===== config.mk =====
export PLATFORM = sky130hd
export DESIGN_NAME = orl_ctrl
export DESIGN_NICKNAME = d
export VERILOG_FILES = /design/src/orl_pkg.sv /design/src/orl_ctrl.sv
export SDC_FILE = /design/constraint.sdc
export NUM_CORES = 1
export LEC_CHECK = 0
export BUFFER_PORTS_ARGS = -buffer_cell sky130_fd_sc_hd__buf_2
export CORE_AREA = 2 2 39 41
export DETAILED_ROUTE_END_ITERATION = 16
export DIE_AREA = 0 0 41 43
export HOLD_SLACK_MARGIN = 0.05
export PLACE_DENSITY = 0.49
export SKIP_CTS_REPAIR_TIMING = 1
export SYNTH_ARGS = -nofsm -noshare
export SYNTH_HDL_FRONTEND = slang
export SYNTH_SLANG_ARGS = --single-unit

===== constraint.sdc =====
create_clock -name clk -period 1 [get_ports clk]
set_input_delay 0.05 -clock clk [delete_from_list [all_inputs] [get_ports clk]]
set_output_delay 0.05 -clock clk [all_outputs]
set_load 0.005 [all_outputs]

===== src/orl_pkg.sv =====
package orl_pkg;

	localparam int DEFAULT_QUEUE_DEPTH = 16;
	localparam int DEFAULT_TAG_COUNT   = 256;
	localparam logic [15:0] DEFAULT_LIMIT = 16'd6;
	localparam logic [15:0] CNT_MAX       = 16'hFFFF;

	// operation codes of an input word
	localparam logic [1:0] OP_NEW   = 2'd0;
	localparam logic [1:0] OP_DONE  = 2'd1;
	localparam logic [1:0] OP_LIMIT = 2'd2;

	// result kinds
	localparam logic [1:0] KIND_ISSUE  = 2'd0;
	localparam logic [1:0] KIND_REPORT = 2'd1;
	localparam logic [1:0] KIND_QUEUED = 2'd2;
	localparam logic [1:0] KIND_LIMIT  = 2'd3;

	typedef struct packed {
		logic [1:0]  operation;
		logic [7:0]  request_tag;
		logic [15:0] url_handle;
		logic [31:0] byte_limit;
		logic [31:0] req_timeout;
		logic [31:0] received_bytes;
		logic        transfer_ok;
		logic [15:0] new_limit;
	} in_word_t;

	typedef struct packed {
		logic [1:0]  result_kind;
		logic [7:0]  tag_out;
		logic [15:0] url_out;
		logic [31:0] timeout_out;
		logic        success;
		logic [31:0] delivered_bytes;
		logic [15:0] pending_count;
		logic [15:0] in_flight_count;
		logic [4:0]  queued_count;
		logic [31:0] total_started;
		logic [7:0]  last_completed_tag;
		logic        last;
	} out_word_t;

	typedef struct packed {
		logic [7:0]  tag;
		logic [15:0] url;
		logic [31:0] byte_limit;
		logic [31:0] timeout;
	} fifo_entry_t;

	// controller -> datapath
	typedef struct packed {
		logic       capture;
		logic       new_req;
		logic       complete;
		logic       pop;
		logic       set_limit;
		logic       emit;
		logic [1:0] kind;
		logic       last;
	} orl_cmd_t;

	// datapath -> controller
	typedef struct packed {
		logic [1:0] op;
		logic       direct_issue;
		logic       pop_avail;
		logic       pop_after_done;
		logic       out_free;
	} orl_status_t;

endpackage


===== src/orl_ctrl.sv =====
module orl_ctrl (
	input  logic                 clk,
	input  logic                 arst_n,
	input  logic                 in_valid,
	input  orl_pkg::orl_status_t status,
	output logic                 in_ready,
	output orl_pkg::orl_cmd_t    cmd
);

	localparam logic [1:0] ST_IDLE   = 2'd0;
	localparam logic [1:0] ST_EXEC   = 2'd1;
	localparam logic [1:0] ST_REPORT = 2'd2;
	localparam logic [1:0] ST_DRAIN  = 2'd3;

	logic [1:0] state_q;
	logic [1:0] state_d;

	assign in_ready = (state_q == ST_IDLE);

	always_comb begin
		cmd     = '0;
		state_d = state_q;
		unique case (state_q)
			ST_IDLE: begin
				if (in_valid) begin
					cmd.capture = 1'b1;
					state_d     = ST_EXEC;
				end
			end
			ST_EXEC: begin
				unique case (status.op)
					orl_pkg::OP_NEW: begin
						if (status.out_free) begin
							cmd.new_req = 1'b1;
							cmd.emit    = 1'b1;
							cmd.last    = 1'b1;
							cmd.kind    = status.direct_issue ? orl_pkg::KIND_ISSUE
								: orl_pkg::KIND_QUEUED;
							state_d     = ST_IDLE;
						end
					end
					orl_pkg::OP_DONE: begin
						if (status.out_free) begin
							cmd.complete = 1'b1;
							cmd.emit     = 1'b1;
							if (status.pop_after_done) begin
								cmd.pop  = 1'b1;
								cmd.kind = orl_pkg::KIND_ISSUE;
								state_d  = ST_REPORT;
							end else begin
								cmd.kind = orl_pkg::KIND_REPORT;
								cmd.last = 1'b1;
								state_d  = ST_IDLE;
							end
						end
					end
					orl_pkg::OP_LIMIT: begin
						cmd.set_limit = 1'b1;
						state_d       = ST_DRAIN;
					end
					default: begin
						state_d = ST_IDLE;
					end
				endcase
			end
			ST_REPORT: begin
				if (status.out_free) begin
					cmd.emit = 1'b1;
					cmd.kind = orl_pkg::KIND_REPORT;
					cmd.last = 1'b1;
					state_d  = ST_IDLE;
				end
			end
			ST_DRAIN: begin
				if (status.out_free) begin
					cmd.emit = 1'b1;
					if (status.pop_avail) begin
						cmd.pop  = 1'b1;
						cmd.kind = orl_pkg::KIND_ISSUE;
					end else begin
						cmd.kind = orl_pkg::KIND_LIMIT;
						cmd.last = 1'b1;
						state_d  = ST_IDLE;
					end
				end
			end
			default: begin
				state_d = ST_IDLE;
			end
		endcase
	end

	always_ff @(posedge clk or negedge arst_n) begin
		if (!arst_n) begin
			state_q <= ST_IDLE;
		end else begin
			state_q <= state_d;
		end
	end

endmodule


==> reports/results.env, run 1 <==
MIN_TO='state_q[1]$_DFFE_PN0P_'
GRT_START_MAX_NET_PINS=8
FINAL_CRITICAL_PATH_SETUP_SLACK_NS=-0.325
COUNT_OF_PINS_ON_THE_BLOCK_BOUNDARY=19
SYNTH.YOSYS.WARNINGS=0
NUMBER_OF_FAILING_HOLD_ENDPOINTS_AT_THE_FINAL_STAGE=0
MOSTFREQUENTLAYOUTCELLS='18 x sky130_fd_sc_hd__buf_2, 6 x sky130_fd_sc_hd__buf_4, 4 x sky130_fd_sc_hd__inv_1'
NUMBER_OF_NETS_IN_THE_SYNTHESIZED_NETLIST=38
DRT_ITER0_MARKERS=2
PLACEMENT_ROWS=14
SYNTH_ENABLE_FLOP_CELLS=0
GRT_FIRST_PASS_WIRELENGTH_UM=986
VIA_COUNT_OF_THE_FIRST_GLOBAL_ROUTING_PASS=275
OVERALL_DIE_AREA_UM2=1760
SEQ_CELLS_POST_SYNTH=2
CLKTRANSATPATHREGS_NS=0.03
WORST-ENDPOINT-ARRIVAL_NS=1.27
INSERTEDDIODECOUNT=0
STATIC_LEAKAGE_POWER_nW=0.241
FINALWIRELENGTH_UM=694
WORST_MIN_DELAY_PATH_STARTPOINT='status[4]'
CLK_PATH_BUF_DEPTH=2
MET3_ROUTED_WIRELENGTH_UM=49
CTS.SINKS=2
RELSLEWSLACK=0.836
ROUTE.DETAILED.DRC=0
ACHIEVABLE-FREQUENCY_GHz=0.755
POWER_PER_CELL_AREA_nW_PER_UM2=2210
YS_DOMINANT_REG_CELL='sky130_fd_sc_hd__dfrtp_1'
DRT-MET1-WL_UM=320
GP_CONGESTION=0.751
CHIPWIDTH_UM=41
MIN_PATH_CELLS=2
CTS_INSERTED_BUFFERS=3
FRACTION_OF_FINAL_LAYOUT_CELLS_WITH_DRIVE_STRENGTH_GREATER_THAN_1=0.684
DIE_HEIGHT_UM=43
POST_SYNTHESIS_INSTANCE_TOTAL=29
ENDPOINT_KIND='output port'
ROUTED_VIA_DENSITY=4.42
WORST_PIN_SLEW_NS=0.244
RUN_STATUS='complete, but fails checks'
CRITICAL_PATH.N_BUFFERS_INVERTERS=1
IRDROPWORSTVDD_uV=687
ALL_LAYER_GLOBAL_ROUTING_USAGE=0.0832
GRT_ANTENNA_BEFORE_REPAIR=0
LAYOUT_TOP_REGISTERS='state_q x2'
CRITICAL_PATH_TOP_DELAY_CELL='sky130_fd_sc_hd__dfrtp_2'
ANTENNA_LEFT=0
AREA_GROWTH_PCT=108
VIA_COUNT=323
CTS_ROOT_BUF='sky130_fd_sc_hd__clkbuf_4'
CTS-HTREE-LEVELS=1
GRT-OVFL-TOTAL=0
PLACE.PORT_BUFFERS=18
MAXSLEWVIOLCOUNT=0
CRITICAL_PATH_PEAK_FANOUT=5
VIOLATIONS='negative setup slack'
MAX_STAGE_DELAY_NS=0.42
CPLARGESTDELAYFAMILY='flip-flops'
CLOCK_INSERTION_DELAY_WORST_SKEW_NS=0.22
MAX_CAP_VIOLATIONS=0
SYNTHESIS.AREA_PER_INSTANCE_UM2=7.46
LAYOUT.CELLS.MOST_COMMON='sky130_fd_sc_hd__buf_2'
CRITICAL_PATH_SOURCE_TYPE='register'
PERIOD_SHARE=1.32
PRE_CTS_SLACK_NS=-0.152
PLACED_CELLS=67
FIRSTDRTPASSITERS=2
FF2FF_PATH_DEPTH=4
RRSETUPSLACK_NS=-0.15
FINALNETCOUNT=68
CRITICALPATHCATEGORY='reg -> out'
PATH_CELLS='and2b_2 > nand3b_1 > o32ai_2 > buf_2'
SYNTH.CELL_AREA_UM2=216
SETUP_VIOLATIONS=11
GRT_SETUP_UNREPAIRED='yes'
TOP_LAYER_USED='met3'
MET2_LENGTH_UM=324
REGISTER_RANKED_FIRST_BY_FLIP_FLOP_COUNT='state_q'
POST_SYNTH_NUM_CELL_TYPES=21
FINAL.MIN_CLOCK_PERIOD_NS=1.32
YS_SEQ_AREA_FRAC=0.231
MIN-DELAY-PATH-CLASS='in -> reg'
INITIAL_CORE_UTIL=0.156
LARGEST_REGISTER_FFS=2
R2R-END='state_q[0]$_DFFE_PN0P_'
COREAREA_UM2=1380
CP.REQUIRED_NS=0.95
YS_ASYNC_SR_FRACTION=1.00
DETAILED_PLACE_HPWL_UM=526
WL_PER_CELL_UM=9.51
WORST_R2R_STARTPOINT='state_q[1]$_DFFE_PN0P_'
CLOCK_SKEW_NS=0.00131
CTS_TREE='yes'
FINAL_CELL_COUNT_NO_FILL=73
==> routing by layer <==
metal,vias up,global-route usage
met1,148,0.102
met5,-,0
met2,9,0.113
li1,166,-
met4,0,0.0600
met3,0,0.0314
==> report_power, final <==
part	internal, W	total (W)	switching [W]
registers	0.000128	0.000187	0.0000589
logic	0.000368	0.000630	0.000262
clock network	0.000132	0.000174	0.0000419
==> final cells by class <==
| class | count | area, µm² |
|---|---|---|
| clock buffer | 3 | 22.5 |
| tap | 16 | 20.0 |
| multi-input combinational | 23 | 194 |
| inverter | 4 | 15.0 |
| sequential | 2 | 52.6 |
| fill | 163 | 935 |
| timing repair buffer | 25 | 145 |
==> kinds of logic after synthesis <==
family	after synthesis	synth area share
buf+inv	4	0.0693
flops	2	0.231
simple gates	14	0.387
compound gates	9	0.312
==> how the worst max path moves through the flow <==
stage,startpoint,to,slack [ns],cells past startpoint
2_1_floorplan,state_q[0]$_DFFE_PN0P_,state_q[0]$_DFFE_PN0P_,-0.02,3
3_3_place_gp,state_q[1]$_DFFE_PN0P_,cmd[2],-0.13,4
3_5_place_dp,state_q[1]$_DFFE_PN0P_,cmd[2],-0.15,4
4_1_cts,state_q[1]$_DFFE_PN0P_,cmd[2],-0.40,4
5_1_grt,state_q[1]$_DFFE_PN0P_,cmd[2],-0.38,4
6_report,state_q[1]$_DFFE_PN0P_,cmd[2],-0.32,4
==> synth_stat cells, types with 2 or more instances <==
library cell,number,area [µm²]
sky130_fd_sc_hd__and2b_1,2,15.0
sky130_fd_sc_hd__nand3_1,2,10.0
sky130_fd_sc_hd__dfrtp_1,2,50.1
sky130_fd_sc_hd__o21ai_0,2,10.0
sky130_fd_sc_hd__nand2_1,2,7.51
sky130_fd_sc_hd__inv_1,4,15.0
==> stage by stage <==
stage	hold slack, ns	total power, W	utilization	setup TNS [ns]	instance area [µm²]
2_1_floorplan	-0.246	0.000406	-	-0.0183	216
3_3_place_gp	-0.161	0.000655	0.258	-0.695	357
3_5_place_dp	-0.162	0.000651	0.258	-0.762	357
4_1_cts	-0.399	0.000837	0.274	-2.75	379
5_1_grt	0.124	0.00109	0.325	-3.23	449
6_report	0.124	0.000991	0.325	-2.54	449
==> worst reg2reg max path, cell delays in order (launching register included) <==
cell,delay (ns)
sky130_fd_sc_hd__dfrtp_2,0.42
sky130_fd_sc_hd__buf_4,0.14
sky130_fd_sc_hd__nand2b_4,0.14
sky130_fd_sc_hd__a211oi_1,0.22
sky130_fd_sc_hd__a311o_1,0.16
Power figures use the tool's default switching activity.
==> run 2: changes to the inputs <==
Settings changed: PLACE_DENSITY 0.49 to 0.48, RECOVER_POWER from default to 50.
Clock period 1 ns to 1.54 ns, I/O delays scaled along.
==> run 2 against run 1 <==
The flow now finishes without violations. Die area unchanged. Register-to-register slack better by 0.57 ns. Non-clock buffer count decreased by 6. First-iteration DRC count rose to 2.5 times the previous value. Combinational power decreased by 62%. Largest cell class unchanged.
==> reports/results.env, run 2 (synthesis gave the netlist of run 1 again) <==
RUN_STATUS='complete, no violations'  # was complete, but fails checks
CLKTRANSATPATHREGS_NS=0.03  # about the same
ENDPOINT_KIND='output port'  # unchanged
COREAREA_UM2=1380  # unchanged
GRT-OVFL-TOTAL=0  # unchanged
ANTENNA_LEFT=0  # unchanged
CRITICALPATHCATEGORY='reg -> out'  # unchanged
INITIAL_CORE_UTIL=0.156  # unchanged
TIMING.SETUP.TNS_NS=0  # was -2.54 ns
COMBPWRFRAC=0.496  # was 0.636
CP.REQUIRED_NS=1.46  # was 0.95 ns
DESIGN_AREA_UM2=358  # was 449 µm²
SETUP_VIOLATIONS=0  # was 11
CHIPWIDTH_UM=41  # unchanged
CLOCK_INSERTION_DELAY_WORST_SKEW_NS=0.23  # was 0.22 ns
P_INT_W=0.000294  # was 0.000628 W
SWITCHING_SHARE=0.394  # was 0.366
POWER_PER_CELL_AREA_nW_PER_UM2=1360  # was 2210 nW/µm²
FIRSTDRTPASSITERS=2  # unchanged
CLK_PATH_BUF_DEPTH=2  # unchanged
CTS_INSERTED_BUFFERS=3  # unchanged
RRSETUPSLACK_NS=0.42  # was -0.15 ns
IRDROPWORSTVDD_uV=525  # was 687 µV
CRITICAL_PATH_PEAK_FANOUT=8  # was 5
INSERTEDDIODECOUNT=0  # unchanged
PLACE.PORT_BUFFERS=18  # unchanged
RELSLEWSLACK=0.812  # was 0.836
FINALNETCOUNT=62  # was 68
CTS.SINKS=2  # unchanged
PERIOD_SHARE=0.924
CLOCK_POWER_SHARE=0.250  # was 0.176
GRT_SETUP_UNREPAIRED='no'  # was yes
WORST-ENDPOINT-ARRIVAL_NS=1.35  # was 1.27 ns
WORST_PIN_SLEW_NS=0.279  # was 0.244 ns
CTS-HTREE-LEVELS=1  # unchanged
ROUTE.DETAILED.DRC=0  # unchanged
P_SWITCHING_W=0.000191  # was 0.000363 W
STATIC_LEAKAGE_POWER_nW=0.197  # was 0.241 nW
CRITICAL_PATH_SOURCE_TYPE='register'  # unchanged
WL_PER_CELL_UM=9.67  # was 9.51 µm
CTS_ROOT_BUF='sky130_fd_sc_hd__clkbuf_4'  # unchanged
VIA_COUNT=286  # was 323
GP_CONGESTION=0.702  # was 0.751
GRT_FIRST_PASS_WIRELENGTH_UM=1010  # was 986 µm
FILLER_CELL_COUNT=169  # was 163
PLACEMENT_ROWS=14  # unchanged
LAYOUT.CELLS.MOST_COMMON='sky130_fd_sc_hd__buf_2'  # unchanged
REGISTER_RANKED_FIRST_BY_FLIP_FLOP_COUNT='state_q'  # unchanged
LARGEST_REGISTER_FFS=2  # unchanged
GRT_ANTENNA_BEFORE_REPAIR=0  # unchanged
FINALWIRELENGTH_UM=648  # was 694 µm
PLACED_AREA_UM2=327  # was 357 µm²
LAYOUT_TOP_REGISTERS='state_q x2'  # unchanged
MIN-DELAY-PATH-CLASS='in -> async'  # was in -> reg
MAXSLEWVIOLCOUNT=0  # unchanged
ACHIEVABLE-FREQUENCY_GHz=0.703
DETAILED_PLACE_HPWL_UM=507  # was 526 µm
ALL_LAYER_GLOBAL_ROUTING_USAGE=0.0944  # was 0.0832
OVERALL_DIE_AREA_UM2=1760  # unchanged
PWR-SHARE-SEQ=0.254  # was 0.188
CLOCK_SKEW_NS=0.00240  # was 0.00131 ns
AREA_GROWTH_PCT=65.3  # was 108%
FINAL.MIN_CLOCK_PERIOD_NS=1.42
ROUTED_VIA_DENSITY=4.27  # was 4.42
GRT_START_MAX_NET_PINS=9  # was 8
COUNT_OF_PINS_ON_THE_BLOCK_BOUNDARY=19  # unchanged
DIE_HEIGHT_UM=43  # unchanged
DRT_ITER0_MARKERS=5  # was 2
MULTIINPUTGATEAREA_UM2=153  # was 194 µm²
VIA_COUNT_OF_THE_FIRST_GLOBAL_ROUTING_PASS=268  # was 275
FRACTION_OF_FINAL_LAYOUT_CELLS_WITH_DRIVE_STRENGTH_GREATER_THAN_1=0.431  # was 0.684
CTS_TREE='yes'  # unchanged
MOSTFREQUENTLAYOUTCELLS='15 x sky130_fd_sc_hd__buf_2, 4 x sky130_fd_sc_hd__inv_1, 3 x sky130_fd_sc_hd__clkbuf_4'  # was 18 x sky130_fd_sc_hd__buf_2, 6 x sky130_fd_sc_hd__buf_4, 4 x sky130_fd_sc_hd__inv_1
SEQUENTIAL_CELL_AREA_UM2=50.0  # was 52.6 µm²
MAX_CAP_VIOLATIONS=0  # unchanged
NUMBER_OF_FAILING_HOLD_ENDPOINTS_AT_THE_FINAL_STAGE=0  # unchanged
run 2: cell types whose count changed in the layout (fill, tap and decap cells not counted), sizes merged:
cell	before	now
buf	24	15
clkbuf	3	6
run 2: power groups by stage:
stage | sequential [W] | clock (W) | combinational, W
2_1_floorplan | 0.000110 | 0 | 0.000154
3_3_place_gp | 0.000122 | 0 | 0.000243
3_5_place_dp | 0.000125 | 0 | 0.000242
4_1_cts | 0.000124 | 0.000127 | 0.000243
5_1_grt | 0.000129 | 0.000132 | 0.000279
6_report | 0.000123 | 0.000121 | 0.000241
run 2: path summary, 6_finish.rpt:
path | cells after the start | endpoint | start
max | 4 | cmd[2] | state_q[1]$_DFFE_PN0P_
min | 2 | state_q[1]$_DFFE_PN0P_ | arst_n
max reg2reg | 3 | state_q[0]$_DFFE_PN0P_ | state_q[1]$_DFFE_PN0P_
min reg2reg | 1 | state_q[0]$_DFFE_PN0P_ | state_q[0]$_DFFE_PN0P_
max in group asynchronous | 2 | state_q[0]$_DFFE_PN0P_ | arst_n
min in group clk | 2 | state_q[1]$_DFFE_PN0P_ | status[4]
run 2: cell type report:
cell class,count,area share
flip-flops and latches,2,0.140
clock buffers,3,0.0629
multi-input cells,23,0.427
repair buffers,19,0.273
inverters,4,0.0420
well taps,16,0.0559
run 2: metrics by stage:
stage	instances	power (W)	util	worst slack (ns)	hold slack, ns
3_3_place_gp	63	0.000365	0.236	0.362	-0.135
3_5_place_dp	63	0.000367	0.236	0.340	-0.135
5_1_grt	67	0.000539	0.259	0.00170	0.173
6_report	67	0.000485	0.259	0.117	0.161
2_1_floorplan	29	0.000264	-	0.522	-0.219
4_1_cts	66	0.000494	0.252	0.0930	-0.380
run 2: critical path, cell delays in order (launching register included):
cell and delay [ns]:
sky130_fd_sc_hd__dfrtp_1 0.44, sky130_fd_sc_hd__and2b_2 0.26, sky130_fd_sc_hd__nand3b_1 0.12, sky130_fd_sc_hd__o32ai_1 0.14, sky130_fd_sc_hd__buf_2 0.15
run 2: layer usage:
layer	vias to the layer above	global-route usage	wire (µm)
li1	152	-	-
met1	126	0.103	268
met2	8	0.119	341
met3	0	0.0314	38
met4	0	0.120	0
met5	-	0	0
==> run 3: changes to the inputs <==
Settings changed: PLACE_DENSITY 0.48 to default, PLACE_DENSITY_LB_ADDON from default to 0.15, SKIP_LAST_GASP from default to 1.
==> run 3 against run 2 <==
Worst setup slack got worse by 0.0053 ns. Sequential power about the same. Via count up 5.9%. Die area unchanged. Combinational power is essentially flat. Global-route usage is 0.82 points lower. Wire length is 0.77% lower. Power down 1.2%. Fmax decreased by 0.37%. Highest routed layer unchanged.
==> reports/results.env, run 3 (synthesis gave the netlist of run 1 again) <==
CTS-HTREE-LEVELS=1  # unchanged
COREAREA_UM2=1380  # unchanged
MOSTFREQUENTLAYOUTCELLS='15 x sky130_fd_sc_hd__buf_2, 4 x sky130_fd_sc_hd__inv_1, 3 x sky130_fd_sc_hd__clkbuf_4'  # unchanged
OVERALL_DIE_AREA_UM2=1760  # unchanged
REGISTER_RANKED_FIRST_BY_FLIP_FLOP_COUNT='state_q'  # unchanged
FINAL.MIN_CLOCK_PERIOD_NS=1.43  # was 1.42 ns
FINAL_CRITICAL_PATH_SETUP_SLACK_NS=0.112  # was 0.117 ns
WORST_PIN_SLEW_NS=0.316  # was 0.279 ns
ANTENNA_LEFT=0  # unchanged
PLACE.PORT_BUFFERS=18  # unchanged
GRT-OVFL-TOTAL=0  # unchanged
WL_PER_CELL_UM=9.60  # was 9.67 µm
CLKTRANSATPATHREGS_NS=0.03  # about the same
COUNT_OF_PINS_ON_THE_BLOCK_BOUNDARY=19  # unchanged
FRACTION_OF_FINAL_LAYOUT_CELLS_WITH_DRIVE_STRENGTH_GREATER_THAN_1=0.412  # was 0.431
GRT_START_MAX_NET_PINS=9  # unchanged
SEQUENTIAL_CELL_AREA_UM2=50.0  # unchanged
FINAL_UTIL=0.258  # was 0.259
DRT_ITER0_MARKERS=2  # was 5
ENDPOINT_KIND='output port'  # unchanged
ROUTE.DETAILED.DRC=0  # unchanged
FINALWIRELENGTH_UM=643  # was 648 µm
GRT_SETUP_UNREPAIRED='no'  # unchanged
GRT_FIRST_PASS_WIRELENGTH_UM=1040  # was 1010 µm
GRT_ANTENNA_BEFORE_REPAIR=0  # unchanged
GP_CONGESTION=0.696  # was 0.702
FILLER_CELL_COUNT=160  # was 169
ACHIEVABLE-FREQUENCY_GHz=0.700  # was 0.703 GHz
MULTIINPUTGATEAREA_UM2=151  # was 153 µm²
RELSLEWSLACK=0.787  # was 0.812
SETUP_VIOLATIONS=0  # unchanged
HOLD_WS_NS=0.169  # was 0.161 ns
WORST-ENDPOINT-ARRIVAL_NS=1.35  # about the same
CTS_ROOT_BUF='sky130_fd_sc_hd__clkbuf_4'  # unchanged
INITIAL_CORE_UTIL=0.156  # unchanged
VIA_COUNT=303  # was 286
POWER_PER_CELL_AREA_nW_PER_UM2=1350  # was 1360 nW/µm²
FIRSTDRTPASSITERS=4  # was 2
CP.REQUIRED_NS=1.46  # about the same
INSERTEDDIODECOUNT=0  # unchanged
LAYOUT.CELLS.MOST_COMMON='sky130_fd_sc_hd__buf_2'  # unchanged
DETAILED_PLACE_HPWL_UM=515  # was 507 µm
RUN_STATUS='complete, no violations'  # unchanged
CRITICAL_PATH_SOURCE_TYPE='register'  # unchanged
PLACEMENT_ROWS=14  # unchanged
CRITICALPATHCATEGORY='reg -> out'  # unchanged
CLK_PATH_BUF_DEPTH=2  # unchanged
CHIPWIDTH_UM=41  # unchanged
MAXSLEWVIOLCOUNT=0  # unchanged
ROUTED_VIA_DENSITY=4.52  # was 4.27
LAYOUT_TOP_REGISTERS='state_q x2'  # unchanged
LARGEST_REGISTER_FFS=2  # unchanged
CTS_INSERTED_BUFFERS=3  # unchanged
DESIGN_AREA_UM2=357  # was 358 µm²
CLOCK_SKEW_NS=0.00135  # was 0.00240 ns
PERIOD_SHARE=0.927  # was 0.924
VIA_COUNT_OF_THE_FIRST_GLOBAL_ROUTING_PASS=284  # was 268
CLOCK_INSERTION_DELAY_WORST_SKEW_NS=0.22  # was 0.23 ns
CRITICAL_PATH_PEAK_FANOUT=8  # unchanged
FINALNETCOUNT=62  # unchanged
IRDROPWORSTVDD_uV=337  # was 525 µV
STATIC_LEAKAGE_POWER_nW=0.197  # about the same
PLACED_AREA_UM2=327  # unchanged
TIMING.SETUP.TNS_NS=0  # unchanged
AREA_GROWTH_PCT=64.7  # was 65.3%
CTS.SINKS=2  # unchanged
DIE_HEIGHT_UM=43  # unchanged
PRE_CTS_SLACK_NS=0.351  # was 0.340 ns
MAX_CAP_VIOLATIONS=0  # unchanged
NUMBER_OF_FAILING_HOLD_ENDPOINTS_AT_THE_FINAL_STAGE=0  # unchanged
MIN-DELAY-PATH-CLASS='in -> async'  # unchanged
ALL_LAYER_GLOBAL_ROUTING_USAGE=0.0862  # was 0.0944
CTS_TREE='yes'  # unchanged
[run 3: changes by cell type in the layout (fill, tap and decap cells not counted)]
cell / before / now
sky130_fd_sc_hd__o21ai_1: 0 / 1
sky130_fd_sc_hd__o21ai_0: 2 / 1
sky130_fd_sc_hd__and2b_2: 1 / 0
sky130_fd_sc_hd__and2b_1: 1 / 2
[run 3: worst paths after layout]
check	start	end	slack (ns)	cells after the start
max in group asynchronous	arst_n	state_q[0]$_DFFE_PN0P_	1.24	2
worst min-delay path	arst_n	state_q[1]$_DFFE_PN0P_	0.17	2
worst min register to register	state_q[0]$_DFFE_PN0P_	state_q[0]$_DFFE_PN0P_	0.67	1
worst max-delay path	state_q[1]$_DFFE_PN0P_	cmd[0]	0.11	4
worst max register to register	state_q[1]$_DFFE_PN0P_	state_q[0]$_DFFE_PN0P_	0.41	3
min in group clk	in_valid	state_q[0]$_DFFE_PN0P_	0.19	3
[run 3: layer usage]
metal / routed length (µm) / share of wire / vias to the layer above / track usage
li1: - / - / 152 / -
met1: 280 / 0.44 / 142 / 0.112
met2: 324 / 0.50 / 9 / 0.122
met3: 38 / 0.059 / 0 / 0
met4: 0 / 0 / 0 / 0.0800
met5: 0 / 0 / - / 0
[run 3: cell type report]
class | instances | area share
flip-flops and latches | 2 | 0.140
clock buffers | 3 | 0.0632
repair buffers | 19 | 0.274
well taps | 16 | 0.0561
inverters | 4 | 0.0421
multi-input cells | 23 | 0.425
[run 3: metrics by stage]
| step | std cells | power, W |
|---|---|---|
| 3_5_place_dp | 63 | 0.000366 |
| 5_1_grt | 67 | 0.000536 |
| 6_report | 67 | 0.000480 |
| 2_1_floorplan | 29 | 0.000264 |
| 3_3_place_gp | 63 | 0.000373 |
| 4_1_cts | 66 | 0.000491 |
[run 3: report_power, final]
part           total, W  switching (W)  leakage, nW  internal [W]
logic          0.000240       0.000113        0.158      0.000127
clock network  0.000117      0.0000307       0.0138     0.0000860
registers      0.000123      0.0000450       0.0251     0.0000778
[run 3: critical path: stages, from the launching register on]
cell and delay [ns]:
sky130_fd_sc_hd__dfrtp_1 0.44, sky130_fd_sc_hd__and2b_1 0.26, sky130_fd_sc_hd__nand3_1 0.12, sky130_fd_sc_hd__o211ai_1 0.17, sky130_fd_sc_hd__buf_2 0.14
